$ cat src/hw/rtl/dbpk_pkg.sv
// Shared types, codes and helper functions for the partial key lookup unit.
// Used by the interfaces, the mask accumulator, the rank walker and the top level.
`timescale 1ns / 1ps
`default_nettype none

package dbpk_pkg;

    localparam int MASK_BYTES_DEF  = 32;
    localparam int NUM_ENTRIES_DEF = 64;

    // Input operation codes.
    localparam logic [1:0] OP_MASK = 2'd0;
    localparam logic [1:0] OP_RANK = 2'd1;
    localparam logic [1:0] OP_KEY  = 2'd2;

    // Configuration register indexes.
    localparam logic [1:0] CFG_ENTRY_COUNT = 2'd0;
    localparam logic [1:0] CFG_MASK_LENGTH = 2'd1;

    typedef struct packed {
        logic [1:0] op;
        logic [5:0] index;
        logic [7:0] value;
        logic       last;
    } t_in_word;

    typedef struct packed {
        logic [6:0]  position;
        logic [63:0] partial_key;
    } t_out_word;

    typedef struct packed {
        logic [1:0] index;
        logic [6:0] data;
    } t_cfg_word;

    // Sequencer controls for the mask table and key accumulator.
    typedef struct packed {
        logic       wr_en;
        logic [5:0] wr_addr;
        logic [7:0] wr_data;
        logic       rd_en;
        logic [6:0] rd_pos;
        logic [5:0] key_pos;
        logic [7:0] key_byte;
        logic       clr_acc;
        logic       clr_total;
    } t_mask_ctl;

    // Sequencer controls for the rank table and rank walk.
    typedef struct packed {
        logic       wr_en;
        logic [5:0] wr_addr;
        logic [7:0] wr_data;
        logic       start;
        logic       ack;
        logic [6:0] entry_count;
    } t_rank_ctl;

    typedef struct packed {
        logic       done;
        logic [6:0] position;
    } t_rank_stat;

    function automatic logic [3:0] popcount8(input logic [7:0] v);
        logic [3:0] n;
        n = '0;
        for (int b = 0; b < 8; b++) begin
            n = n + {3'd0, v[b]};
        end
        return n;
    endfunction

    // Packs the bits of v selected by m, lowest selected bit to bit 0.
    function automatic logic [7:0] pext8(input logic [7:0] v, input logic [7:0] m);
        logic [7:0] r;
        logic [3:0] k;
        r = '0;
        k = '0;
        for (int b = 0; b < 8; b++) begin
            if (m[b]) begin
                r[k[2:0]] = v[b];
                k = k + 4'd1;
            end
        end
        return r;
    endfunction

endpackage

`default_nettype wire

$ cat src/hw/rtl/dbpk_if.sv
// Valid/ready channel interfaces for input words, result words and configuration words.
// Depends on dbpk_pkg for the payload types.
`timescale 1ns / 1ps
`default_nettype none

interface dbpk_in_if;
    logic              valid;
    logic              ready;
    dbpk_pkg::t_in_word data;
    modport source (output valid, output data, input ready);
    modport sink   (input valid, input data, output ready);
endinterface

interface dbpk_out_if;
    logic               valid;
    logic               ready;
    dbpk_pkg::t_out_word data;
    modport source (output valid, output data, input ready);
    modport sink   (input valid, input data, output ready);
endinterface

interface dbpk_cfg_if;
    logic               valid;
    logic               ready;
    dbpk_pkg::t_cfg_word data;
    modport source (output valid, output data, input ready);
    modport sink   (input valid, input data, output ready);
endinterface

`default_nettype wire

$ cat src/hw/rtl/disc_bit_partial_key_lookup_unit.sv
// Top level of the partial key lookup unit: sequencer, configuration registers
// and result register. Depends on dbpk_pkg, dbpk_if, dbpk_mask_acc, dbpk_rank_walk.
`timescale 1ns / 1ps
`default_nettype none

// Words enter on i_in one at a time; i_in.ready is high only while the sequencer
// is idle. A mask or rank load is written when it is accepted and leaves the
// sequencer idle. A key byte without last is accepted, then has its mask read and
// then absorbed when its position is covered by the masks; when it is not, no mask
// is read. A key byte with last sweeps every covered mask position through the
// single mask read port, one position a cycle, then walks the rank table through
// its single read port, reading and then evaluating each entry, skipped entries
// included, with the entry count capped at NUM_ENTRIES. Once the walk is done, the
// result is valid on o_out in the cycle after it is registered, and the next word
// can then be taken. The result is held in an output register, so loads may be
// taken while it waits on o_out; a later lookup holds at the end of its walk until
// that register is free. Configuration writes on i_cfg are always ready and must
// be made while the block is idle.
module disc_bit_partial_key_lookup_unit #(
    parameter int MASK_BYTES  = dbpk_pkg::MASK_BYTES_DEF,
    parameter int NUM_ENTRIES = dbpk_pkg::NUM_ENTRIES_DEF
) (
    input  wire logic   i_clk,
    input  wire logic   i_rst_n,
    dbpk_in_if.sink     i_in,
    dbpk_out_if.source  o_out,
    dbpk_cfg_if.sink    i_cfg
);

    localparam logic [1:0] S_IDLE  = 2'd0;
    localparam logic [1:0] S_SWEEP = 2'd1;
    localparam logic [1:0] S_WALK  = 2'd2;

    logic [1:0]  r_state, n_state;
    logic [6:0]  r_entry_count;
    logic [5:0]  r_mask_length;
    logic [5:0]  r_kbp, n_kbp;
    logic [7:0]  r_key;
    logic        r_last;
    logic [6:0]  r_ptr, n_ptr;
    logic [6:0]  r_end, n_end;
    logic        r_ovalid;
    logic [6:0]  r_opos;
    logic [63:0] r_okey;

    dbpk_pkg::t_mask_ctl  mask_ctl;
    dbpk_pkg::t_rank_ctl  rank_ctl;
    dbpk_pkg::t_rank_stat rank_stat;
    logic [63:0]          acc;
    logic [8:0]           total;

    logic       in_acc;
    logic       cfg_acc;
    logic [6:0] cov_len;
    logic       sweep_rd;
    logic       out_free;
    logic       deliver;

    assign in_acc   = i_in.valid && i_in.ready;
    assign cfg_acc  = i_cfg.valid && i_cfg.ready;
    assign cov_len  = ({1'b0, r_mask_length} > 7'(MASK_BYTES)) ? 7'(MASK_BYTES)
                                                                : {1'b0, r_mask_length};
    assign sweep_rd = (r_state == S_SWEEP) && (r_ptr < r_end);
    assign out_free = !r_ovalid || o_out.ready;
    assign deliver  = (r_state == S_WALK) && rank_stat.done && out_free;

    assign i_in.ready  = (r_state == S_IDLE);
    assign i_cfg.ready = 1'b1;

    always_comb begin
        n_state = r_state;
        n_kbp   = r_kbp;
        n_ptr   = r_ptr;
        n_end   = r_end;
        case (r_state)
            S_IDLE: begin
                if (in_acc && (i_in.data.op == dbpk_pkg::OP_KEY)) begin
                    n_state = S_SWEEP;
                    if (i_in.data.last) begin
                        // Sweep every covered position for the trailing bits and the total.
                        n_ptr = '0;
                        n_end = cov_len;
                    end else begin
                        n_ptr = {1'b0, r_kbp};
                        n_end = ({1'b0, r_kbp} < cov_len) ? {1'b0, r_kbp} + 7'd1
                                                          : {1'b0, r_kbp};
                    end
                end
            end
            S_SWEEP: begin
                if (sweep_rd) begin
                    n_ptr = r_ptr + 7'd1;
                end else if (r_last) begin
                    n_state = S_WALK;
                end else begin
                    n_state = S_IDLE;
                    if (r_kbp != 6'd63) begin
                        n_kbp = r_kbp + 6'd1;
                    end
                end
            end
            S_WALK: begin
                if (deliver) begin
                    n_state = S_IDLE;
                    n_kbp   = '0;
                end
            end
            default: begin
                n_state = S_IDLE;
            end
        endcase
    end

    always_comb begin
        mask_ctl.wr_en     = in_acc && (i_in.data.op == dbpk_pkg::OP_MASK);
        mask_ctl.wr_addr   = i_in.data.index;
        mask_ctl.wr_data   = i_in.data.value;
        mask_ctl.rd_en     = sweep_rd;
        mask_ctl.rd_pos    = r_ptr;
        mask_ctl.key_pos   = r_kbp;
        mask_ctl.key_byte  = r_key;
        mask_ctl.clr_acc   = deliver;
        mask_ctl.clr_total = in_acc && (i_in.data.op == dbpk_pkg::OP_KEY) && i_in.data.last;

        rank_ctl.wr_en       = in_acc && (i_in.data.op == dbpk_pkg::OP_RANK);
        rank_ctl.wr_addr     = i_in.data.index;
        rank_ctl.wr_data     = i_in.data.value;
        rank_ctl.start       = (r_state == S_SWEEP) && !sweep_rd && r_last;
        rank_ctl.ack         = deliver;
        rank_ctl.entry_count = r_entry_count;
    end

    dbpk_mask_acc #(
        .MASK_BYTES (MASK_BYTES)
    ) u_mask (
        .i_clk   (i_clk),
        .i_rst_n (i_rst_n),
        .i_ctl   (mask_ctl),
        .o_acc   (acc),
        .o_total (total)
    );

    dbpk_rank_walk #(
        .NUM_ENTRIES (NUM_ENTRIES)
    ) u_rank (
        .i_clk   (i_clk),
        .i_rst_n (i_rst_n),
        .i_ctl   (rank_ctl),
        .i_acc   (acc),
        .i_total (total),
        .o_stat  (rank_stat)
    );

    always_ff @(posedge i_clk) begin
        if (in_acc && (i_in.data.op == dbpk_pkg::OP_KEY)) begin
            r_key  <= i_in.data.value;
            r_last <= i_in.data.last;
        end
        if (deliver) begin
            r_opos <= rank_stat.position;
            r_okey <= acc;
        end
    end

    always_ff @(posedge i_clk) begin
        if (!i_rst_n) begin
            r_state       <= S_IDLE;
            r_entry_count <= '0;
            r_mask_length <= '0;
            r_kbp         <= '0;
            r_ptr         <= '0;
            r_end         <= '0;
            r_ovalid      <= 1'b0;
        end else begin
            r_state <= n_state;
            r_kbp   <= n_kbp;
            r_ptr   <= n_ptr;
            r_end   <= n_end;
            if (cfg_acc) begin
                case (i_cfg.data.index)
                    dbpk_pkg::CFG_ENTRY_COUNT: r_entry_count <= i_cfg.data.data;
                    dbpk_pkg::CFG_MASK_LENGTH: r_mask_length <= i_cfg.data.data[5:0];
                    default: begin
                    end
                endcase
            end
            if (deliver) begin
                r_ovalid <= 1'b1;
            end else if (o_out.ready) begin
                r_ovalid <= 1'b0;
            end
        end
    end

    assign o_out.valid            = r_ovalid;
    assign o_out.data.position    = r_opos;
    assign o_out.data.partial_key = r_okey;

endmodule

`default_nettype wire

$ cat src/hw/rtl/dbpk_mask_acc.sv
// Mask table memory with per-entry valid bits, the partial key accumulator
// and the running mask bit total. Depends on dbpk_pkg.
`timescale 1ns / 1ps
`default_nettype none

module dbpk_mask_acc #(
    parameter int MASK_BYTES = dbpk_pkg::MASK_BYTES_DEF
) (
    input  wire logic                i_clk,
    input  wire logic                i_rst_n,
    input  wire dbpk_pkg::t_mask_ctl i_ctl,
    output logic [63:0]              o_acc,
    output logic [8:0]               o_total
);

    localparam int MA = (MASK_BYTES > 1) ? $clog2(MASK_BYTES) : 1;

    logic [7:0]            r_mem [MASK_BYTES];
    logic [MASK_BYTES-1:0] r_mvalid;
    logic [7:0]            r_q;
    logic                  r_qv;
    logic [6:0]            r_qpos;
    logic                  r_qen;
    logic [63:0]           r_acc, n_acc;
    logic [8:0]            r_total, n_total;

    logic [7:0] mask;
    logic [3:0] pc;
    logic [7:0] bits;
    logic       wr_ok;

    assign wr_ok = i_ctl.wr_en && ({1'b0, i_ctl.wr_addr} < 7'(MASK_BYTES));

    always_ff @(posedge i_clk) begin
        if (wr_ok) begin
            r_mem[i_ctl.wr_addr[MA-1:0]] <= i_ctl.wr_data;
        end
        if (i_ctl.rd_en) begin
            r_q    <= r_mem[i_ctl.rd_pos[MA-1:0]];
            r_qv   <= r_mvalid[i_ctl.rd_pos[MA-1:0]];
            r_qpos <= i_ctl.rd_pos;
        end
    end

    // An entry that was never loaded reads as a zero mask.
    always_comb begin
        mask = r_qv ? r_q : 8'd0;
        pc   = dbpk_pkg::popcount8(mask);
        bits = (r_qpos == {1'b0, i_ctl.key_pos}) ? dbpk_pkg::pext8(i_ctl.key_byte, mask)
                                                  : 8'd0;
        n_acc   = r_acc;
        n_total = r_total;
        if (r_qen) begin
            n_total = r_total + {5'd0, pc};
            // Positions before the current key byte were absorbed earlier.
            if (r_qpos >= {1'b0, i_ctl.key_pos}) begin
                n_acc = (r_acc << pc) | {56'd0, bits};
            end
        end
        if (i_ctl.clr_acc) begin
            n_acc = '0;
        end
        if (i_ctl.clr_total) begin
            n_total = '0;
        end
    end

    always_ff @(posedge i_clk) begin
        if (!i_rst_n) begin
            r_mvalid <= '0;
            r_qen    <= 1'b0;
            r_acc    <= '0;
            r_total  <= '0;
        end else begin
            if (wr_ok) begin
                r_mvalid[i_ctl.wr_addr[MA-1:0]] <= 1'b1;
            end
            r_qen   <= i_ctl.rd_en;
            r_acc   <= n_acc;
            r_total <= n_total;
        end
    end

    assign o_acc   = r_acc;
    assign o_total = r_total;

endmodule

`default_nettype wire

$ cat src/hw/rtl/dbpk_rank_walk.sv
// Rank table memory and the rank walk that finds the entry position of a key.
// Depends on dbpk_pkg.
`timescale 1ns / 1ps
`default_nettype none

module dbpk_rank_walk #(
    parameter int NUM_ENTRIES = dbpk_pkg::NUM_ENTRIES_DEF
) (
    input  wire logic                 i_clk,
    input  wire logic                 i_rst_n,
    input  wire dbpk_pkg::t_rank_ctl  i_ctl,
    input  wire logic [63:0]          i_acc,
    input  wire logic [8:0]           i_total,
    output dbpk_pkg::t_rank_stat      o_stat
);

    localparam int RA = (NUM_ENTRIES > 1) ? $clog2(NUM_ENTRIES) : 1;
    localparam int IW = $clog2(NUM_ENTRIES + 1);

    logic [7:0]    r_mem [NUM_ENTRIES];
    logic [7:0]    r_q;
    logic [IW-1:0] r_i, n_i;
    logic [IW-1:0] r_pos, n_pos;
    logic          r_skip, n_skip;
    logic [7:0]    r_thr, n_thr;
    logic          r_run, n_run;
    logic          r_eval, n_eval;

    logic [8:0]    n9;
    logic [IW-1:0] count;
    logic [8:0]    bit_idx;
    logic          key_bit;
    logic          wr_ok;

    assign wr_ok = i_ctl.wr_en && ({3'd0, i_ctl.wr_addr} < 9'(NUM_ENTRIES));
    assign n9    = ({2'd0, i_ctl.entry_count} > 9'(NUM_ENTRIES)) ? 9'(NUM_ENTRIES)
                                                                  : {2'd0, i_ctl.entry_count};
    assign count = IW'(n9);

    always_ff @(posedge i_clk) begin
        if (wr_ok) begin
            r_mem[RA'(i_ctl.wr_addr)] <= i_ctl.wr_data;
        end
        if (r_run && !r_eval && (r_i < count)) begin
            r_q <= r_mem[r_i[RA-1:0]];
        end
    end

    // Bit of the partial key that the rank points at; out of range reads as clear.
    always_comb begin
        bit_idx = i_total - 9'd1 - {1'b0, r_q};
        key_bit = 1'b0;
        if (({1'b0, r_q} < i_total) && (bit_idx < 9'd64)) begin
            key_bit = i_acc[bit_idx[5:0]];
        end
    end

    always_comb begin
        n_i    = r_i;
        n_pos  = r_pos;
        n_skip = r_skip;
        n_thr  = r_thr;
        n_run  = r_run;
        n_eval = r_eval;
        if (i_ctl.start) begin
            n_i    = '0;
            n_pos  = '0;
            n_skip = 1'b0;
            n_run  = 1'b1;
            n_eval = 1'b0;
        end else if (i_ctl.ack) begin
            n_run = 1'b0;
        end else if (r_run) begin
            if (!r_eval) begin
                n_eval = (r_i < count);
            end else begin
                // Every evaluated entry advances the index by one.
                n_i    = r_i + IW'(1);
                n_eval = 1'b0;
                if (!(r_skip && (r_q >= r_thr))) begin
                    if (key_bit) begin
                        n_pos  = r_i + IW'(1);
                        n_skip = 1'b0;
                    end else begin
                        n_thr  = r_q;
                        n_skip = 1'b1;
                    end
                end
            end
        end
    end

    always_ff @(posedge i_clk) begin
        if (!i_rst_n) begin
            r_i    <= '0;
            r_pos  <= '0;
            r_skip <= 1'b0;
            r_thr  <= '0;
            r_run  <= 1'b0;
            r_eval <= 1'b0;
        end else begin
            r_i    <= n_i;
            r_pos  <= n_pos;
            r_skip <= n_skip;
            r_thr  <= n_thr;
            r_run  <= n_run;
            r_eval <= n_eval;
        end
    end

    assign o_stat.done     = r_run && !r_eval && (r_i >= count);
    assign o_stat.position = 7'(r_pos);

endmodule

`default_nettype wire
$ cat src/flat_wrapper.sv
// flat-port wrapper written by rule: the top's interface ports become plain ports
module disc_bit_partial_key_lookup_unit_flat 
#(
    parameter int MASK_BYTES  = dbpk_pkg::MASK_BYTES_DEF,
    parameter int NUM_ENTRIES = dbpk_pkg::NUM_ENTRIES_DEF
)
  (i_clk, i_rst_n, i_in_valid, i_in_data, i_in_ready, o_out_valid, o_out_data, o_out_ready, i_cfg_valid, i_cfg_data, i_cfg_ready);
  dbpk_in_if i_in_i ();
  dbpk_out_if o_out_i ();
  dbpk_cfg_if i_cfg_i ();
  input  wire logic i_clk;
  input  wire logic i_rst_n;
  input wire logic [$bits(i_in_i.valid)-1:0] i_in_valid;
  input wire logic [$bits(i_in_i.data)-1:0] i_in_data;
  output wire logic [$bits(i_in_i.ready)-1:0] i_in_ready;
  output wire logic [$bits(o_out_i.valid)-1:0] o_out_valid;
  output wire logic [$bits(o_out_i.data)-1:0] o_out_data;
  input wire logic [$bits(o_out_i.ready)-1:0] o_out_ready;
  input wire logic [$bits(i_cfg_i.valid)-1:0] i_cfg_valid;
  input wire logic [$bits(i_cfg_i.data)-1:0] i_cfg_data;
  output wire logic [$bits(i_cfg_i.ready)-1:0] i_cfg_ready;
  assign i_in_i.valid = i_in_valid;
  assign i_in_i.data = i_in_data;
  assign i_in_ready = i_in_i.ready;
  assign o_out_valid = o_out_i.valid;
  assign o_out_data = o_out_i.data;
  assign o_out_i.ready = o_out_ready;
  assign i_cfg_i.valid = i_cfg_valid;
  assign i_cfg_i.data = i_cfg_data;
  assign i_cfg_ready = i_cfg_i.ready;
  disc_bit_partial_key_lookup_unit #(.MASK_BYTES(MASK_BYTES), .NUM_ENTRIES(NUM_ENTRIES)) u_core (.i_clk(i_clk), .i_rst_n(i_rst_n), .i_in(i_in_i), .o_out(o_out_i), .i_cfg(i_cfg_i));
endmodule
$ cat config.mk
export PLATFORM = sky130hd
export DESIGN_NAME = disc_bit_partial_key_lookup_unit_flat
export DESIGN_NICKNAME = d
export VERILOG_FILES = /design/src/hw/rtl/dbpk_pkg.sv /design/src/hw/rtl/dbpk_if.sv /design/src/hw/rtl/disc_bit_partial_key_lookup_unit.sv /design/src/hw/rtl/dbpk_mask_acc.sv /design/src/hw/rtl/dbpk_rank_walk.sv /design/src/flat_wrapper.sv
export SDC_FILE = /design/constraint.sdc
export NUM_CORES = 2
export LEC_CHECK = 0
export ABC_CLOCK_PERIOD_IN_PS = 7300
export BUFFER_PORTS_ARGS = -buffer_cell sky130_fd_sc_hd__buf_4
export CAP_MARGIN = 20
export CELL_PAD_IN_SITES_DETAIL_PLACEMENT = 1
export CELL_PAD_IN_SITES_GLOBAL_PLACEMENT = 1
export CORE_MARGIN = 2
export CORE_UTILIZATION = 56
export CTS_BUF_LIST = sky130_fd_sc_hd__clkbuf_2 sky130_fd_sc_hd__clkbuf_4 sky130_fd_sc_hd__clkbuf_8
export CTS_CLUSTER_SIZE = 8
export DETAILED_ROUTE_END_ITERATION = 10
export MAX_ROUTING_LAYER = met4
export PLACE_DENSITY_LB_ADDON = 0.1
export SYNTH_ARGS = -nofsm -noshare
export SYNTH_HDL_FRONTEND = slang
export SYNTH_SLANG_ARGS = --single-unit
export TNS_END_PERCENT = 30
$ cat constraint.sdc
create_clock -name i_clk -period 7.3 [get_ports i_clk]
set_input_delay 1.095 -clock i_clk [delete_from_list [all_inputs] [get_ports i_clk]]
set_output_delay 1.095 -clock i_clk [all_outputs]
set_load 0.02 [all_outputs]
==> flow_summary.ini <==
[route]
ant_nets = 0
via_count = 27016
wirelength_um = 118000
drtPass1Iterations = 5
wl_per_cell_um = 28.0
drc = 0
drt-initial-drc-count = 2464
avgViaCountPerCell = 6.42

[pwr]
power_density_nw_per_um2 = 240
combPwrFrac_pct = 3.9
p_sw_w = 0.00269
p_int_w = 0.00957
power_frac_seq_pct = 52.7
p_sw_share_pct = 21.9
peakVddDrop_v = 0.000221
leakage_nw = 16.4
clockPowerShare_pct = 43.4

[die]
die_h_um = 289
pin_count = 105
die_area_um2 = 83800
rows = 104
initial_core_util_pct = 56.6
core_area_um2 = 80500
die_w_um = 289

[timing]
setup_tns_ns = 0
fin_crit_sh_pct = 79.6
clock-skew-final_ns = 0.0410
max_freq_ghz = 0.172
relSlewSlack_pct = 19.9
grt_setup_unrepaired = false
hold_slack_ns = 0.441
setup_viol = 0
hold_viol = 0
drv_slew = 0
min_period_ns = 5.81
max_slew.worst_pin.slew_ns = 1.20

[cts]
clock_latency_ns = 0.81
clkSinkCount = 1039
clock_path_buffers = 3
cts_setup_buffers = 0
cts_made_buffers = 167
postCtsResizedCells = 0
cts_tree = done
h-tree-depth = 4
root_buffer = clkbuf_8
cts_hold_buf = 0
cts.reportedPaths.clkPinSlew_ns = 0.06

[global_routing]
grt_pass1_vias = 28472
grt_pass1_wl_um = 179000
grt-ovfl-total = 0
grtUsageTotal_pct = 29.8
antenna_found_initial = 4
grt_max_degree = 103

[setup_path]
crit_type = reg2reg
setup.worst_path.start_class = flop
arrival_ns = 6.49
worst_setup_path_end_kind = flop
required_ns = 7.98
path_max_fanout = 22

[synthesis]
syn-cell-area_um2 = 45600
synth_flop_cell = edfxtp_1
synth_edf_count = 872
yosysSeqAreaShare_pct = 64.7
synth_fp_nets = 2987
ys_ff_latch = 1039
synth_cells = 2881
avgSynthCellArea_um2 = 15.8
async_reset_ff_share_pct = 0
yosysUniqueCellTypes = 87
yosys_warnings = 0

[cells_and_area]
drive_gt1_share_pct = 25.4
areaGrowthSynthToFinish_pct = 11.8
design_area_um2 = 51000
final_util_pct = 63.4
finalNonFillerCells = 4209
ff_latch_area_um2 = 29500
fillers = 7204
multi_input_area_um2 = 15200
nNetsFinal = 3122

[min_path]
hold_class = reg2reg

[placed_design]
dpl_cell_area_um2 = 47300
dp_hpwl_um = 74400
dp.cells = 3901
numPortBuffers = 103
place_congestion = 0.854

[job]
maxCapViolCount = 0

[outcome]
status = completed
## through the flow
| stage | setup WS, ns | power, W |
|---|---|---|
| 2_1_floorplan | 2.01 | 0.00685 |
| 5_1_grt | 0.885 | 0.0126 |
| 6_report | 1.49 | 0.0123 |
| 3_5_place_dp | 1.51 | 0.00705 |
| 3_3_place_gp | 1.69 | 0.00703 |
| 4_1_cts | 1.52 | 0.0123 |
## per-layer routing
layer	track usage (%)	wire length [um]	vias up
met2	48.3	60200	1019
met4	8.17	2340	0
met5	-	0	-
li1	-	-	11643
met1	39.7	48800	14179
met3	4.38	6520	175
## sequential cells by signal (all words and copies together), names as in the netlist, 7 cells and up
register,flops
u_core.r_end,7
u_core.r_entry_count,7
u_core.r_key,8
u_core.r_okey,64
u_core.r_opos,7
u_core.r_ptr,7
u_core.u_mask.o_acc,64
u_core.u_mask.o_total,9
u_core.u_mask.r_mem,256
u_core.u_mask.r_mvalid,32
u_core.u_mask.r_q,8
u_core.u_mask.r_qpos,7
u_core.u_rank.r_i,7
u_core.u_rank.r_mem,512
u_core.u_rank.r_pos,7
u_core.u_rank.r_q,8
u_core.u_rank.r_thr,8
## placed cells by master (no fill, tap or decap), types with 6 or more instances in the layout
master / instances
edfxtp_1: 872
mux4_2: 313
nand2_1: 243
clkbuf_8: 191
nor2_1: 184
dfxtp_1: 161
buf_4: 130
nand3_1: 125
a21oi_1: 103
clkbuf_4: 77
inv_1: 68
mux2i_1: 68
ha_1: 67
o21ai_0: 53
a211oi_1: 43
nor3_1: 37
o21a_1: 37
nor2b_1: 34
xnor2_1: 31
mux2_2: 26
o211ai_1: 20
nand2b_1: 14
and2_1: 14
a31oi_1: 13
nand4_1: 12
clkinv_1: 12
nor4_1: 12
a311o_1: 12
xor2_1: 10
a21o_1: 9
and3_1: 8
fa_1: 6
## Yosys cell counts, drive strengths merged (6+ instances only)
| master | n | area, um^2 |
|---|---|---|
| nand3 | 125 | 626 |
| a211oi | 43 | 323 |
| nand2 | 245 | 920 |
| fa | 7 | 140 |
| nor4 | 12 | 75.1 |
| inv | 70 | 263 |
| a31oi | 13 | 81.3 |
| o21a | 37 | 278 |
| and3 | 9 | 61.3 |
| a221oi | 6 | 58.8 |
| a21oi | 103 | 515 |
| nor2b | 34 | 213 |
| nand4 | 12 | 75.1 |
| mux4 | 313 | 7050 |
| nor2 | 184 | 691 |
| mux2i | 69 | 703 |
| and2 | 14 | 87.6 |
| xnor2 | 33 | 297 |
| xor2 | 11 | 115 |
| edfxtp | 872 | 26200 |
| o211ai | 20 | 150 |
| buf | 59 | 287 |
| ha | 68 | 851 |
| dfxtp | 167 | 3340 |
| a21o | 9 | 67.6 |
| nand2b | 14 | 87.6 |
| clkbuf | 112 | 420 |
| o21ai | 55 | 275 |
| nor3 | 38 | 195 |
| mux2 | 26 | 293 |
| a311o | 12 | 120 |
## critical path, cell delays in order (launching register included)
cell and delay [ns]:
edfxtp_1 0.35, buf_4 0.21, nand2_1 0.11, inv_1 0.16, fa_1 0.85, ha_1 0.34, a221oi_2 0.50, inv_1 0.16
ha_1 0.30, nand3b_1 0.18, nand2_1 0.08, o21ai_1 0.37, ha_1 0.31, nand3_1 0.06, o211ai_1 0.33, ha_1 0.48
nor3_1 0.07, o21ai_0 0.43, nor2_1 0.08, a211oi_1 0.22, a21oi_1 0.10
## area by class of cell
type                            count  area share (%)
Clock buffer                      267            6.27
Inverter                           73           0.537
Timing Repair Buffer              137            2.24
Clock inverter                     31           0.723
Sequential cell                  1039            57.9
Multi-Input combinational cell   1598            29.7
Tap cell                         1060            2.60
Antenna cell                        4          0.0196
## logic make-up after synthesis
family / Yosys count / synth area share [%]
flops: 1039 / 64.7
simple gates: 712 / 7.06
mux: 408 / 17.6
compound gates: 356 / 5.26
buf+inv: 244 / 2.15
fa+ha+maj: 75 / 2.17
xor+xnor: 46 / 1.00
other cells: 1 / 0.00822
## power groups by stage
| stage | sequential, W | combinational (W) | clock, W |
|---|---|---|---|
| after floorplan | 0.00657 | 0.000272 | 0 |
| after CTS | 0.00647 | 0.000467 | 0.00540 |
| after global routing | 0.00646 | 0.000508 | 0.00564 |
| final | 0.00647 | 0.000476 | 0.00532 |
| after detailed placement | 0.00659 | 0.000464 | 0 |
| after global placement | 0.00659 | 0.000443 | 0 |
## path summary, 6_finish.rpt
kind	to	slack, ns	cells past startpoint	start
worst max register to register	u_core.u_mask.o_acc[5]	1.49	20	u_core.u_mask.r_qv
worst min register to register	u_core.r_opos[2]	0.44	0	u_core.u_rank.r_pos[2]
worst max-delay path	u_core.u_mask.o_acc[5]	1.49	20	u_core.u_mask.r_qv
worst min-delay path	u_core.r_opos[2]	0.44	0	u_core.u_rank.r_pos[2]
No activity file was read; power rests on OpenSTA's default activity.
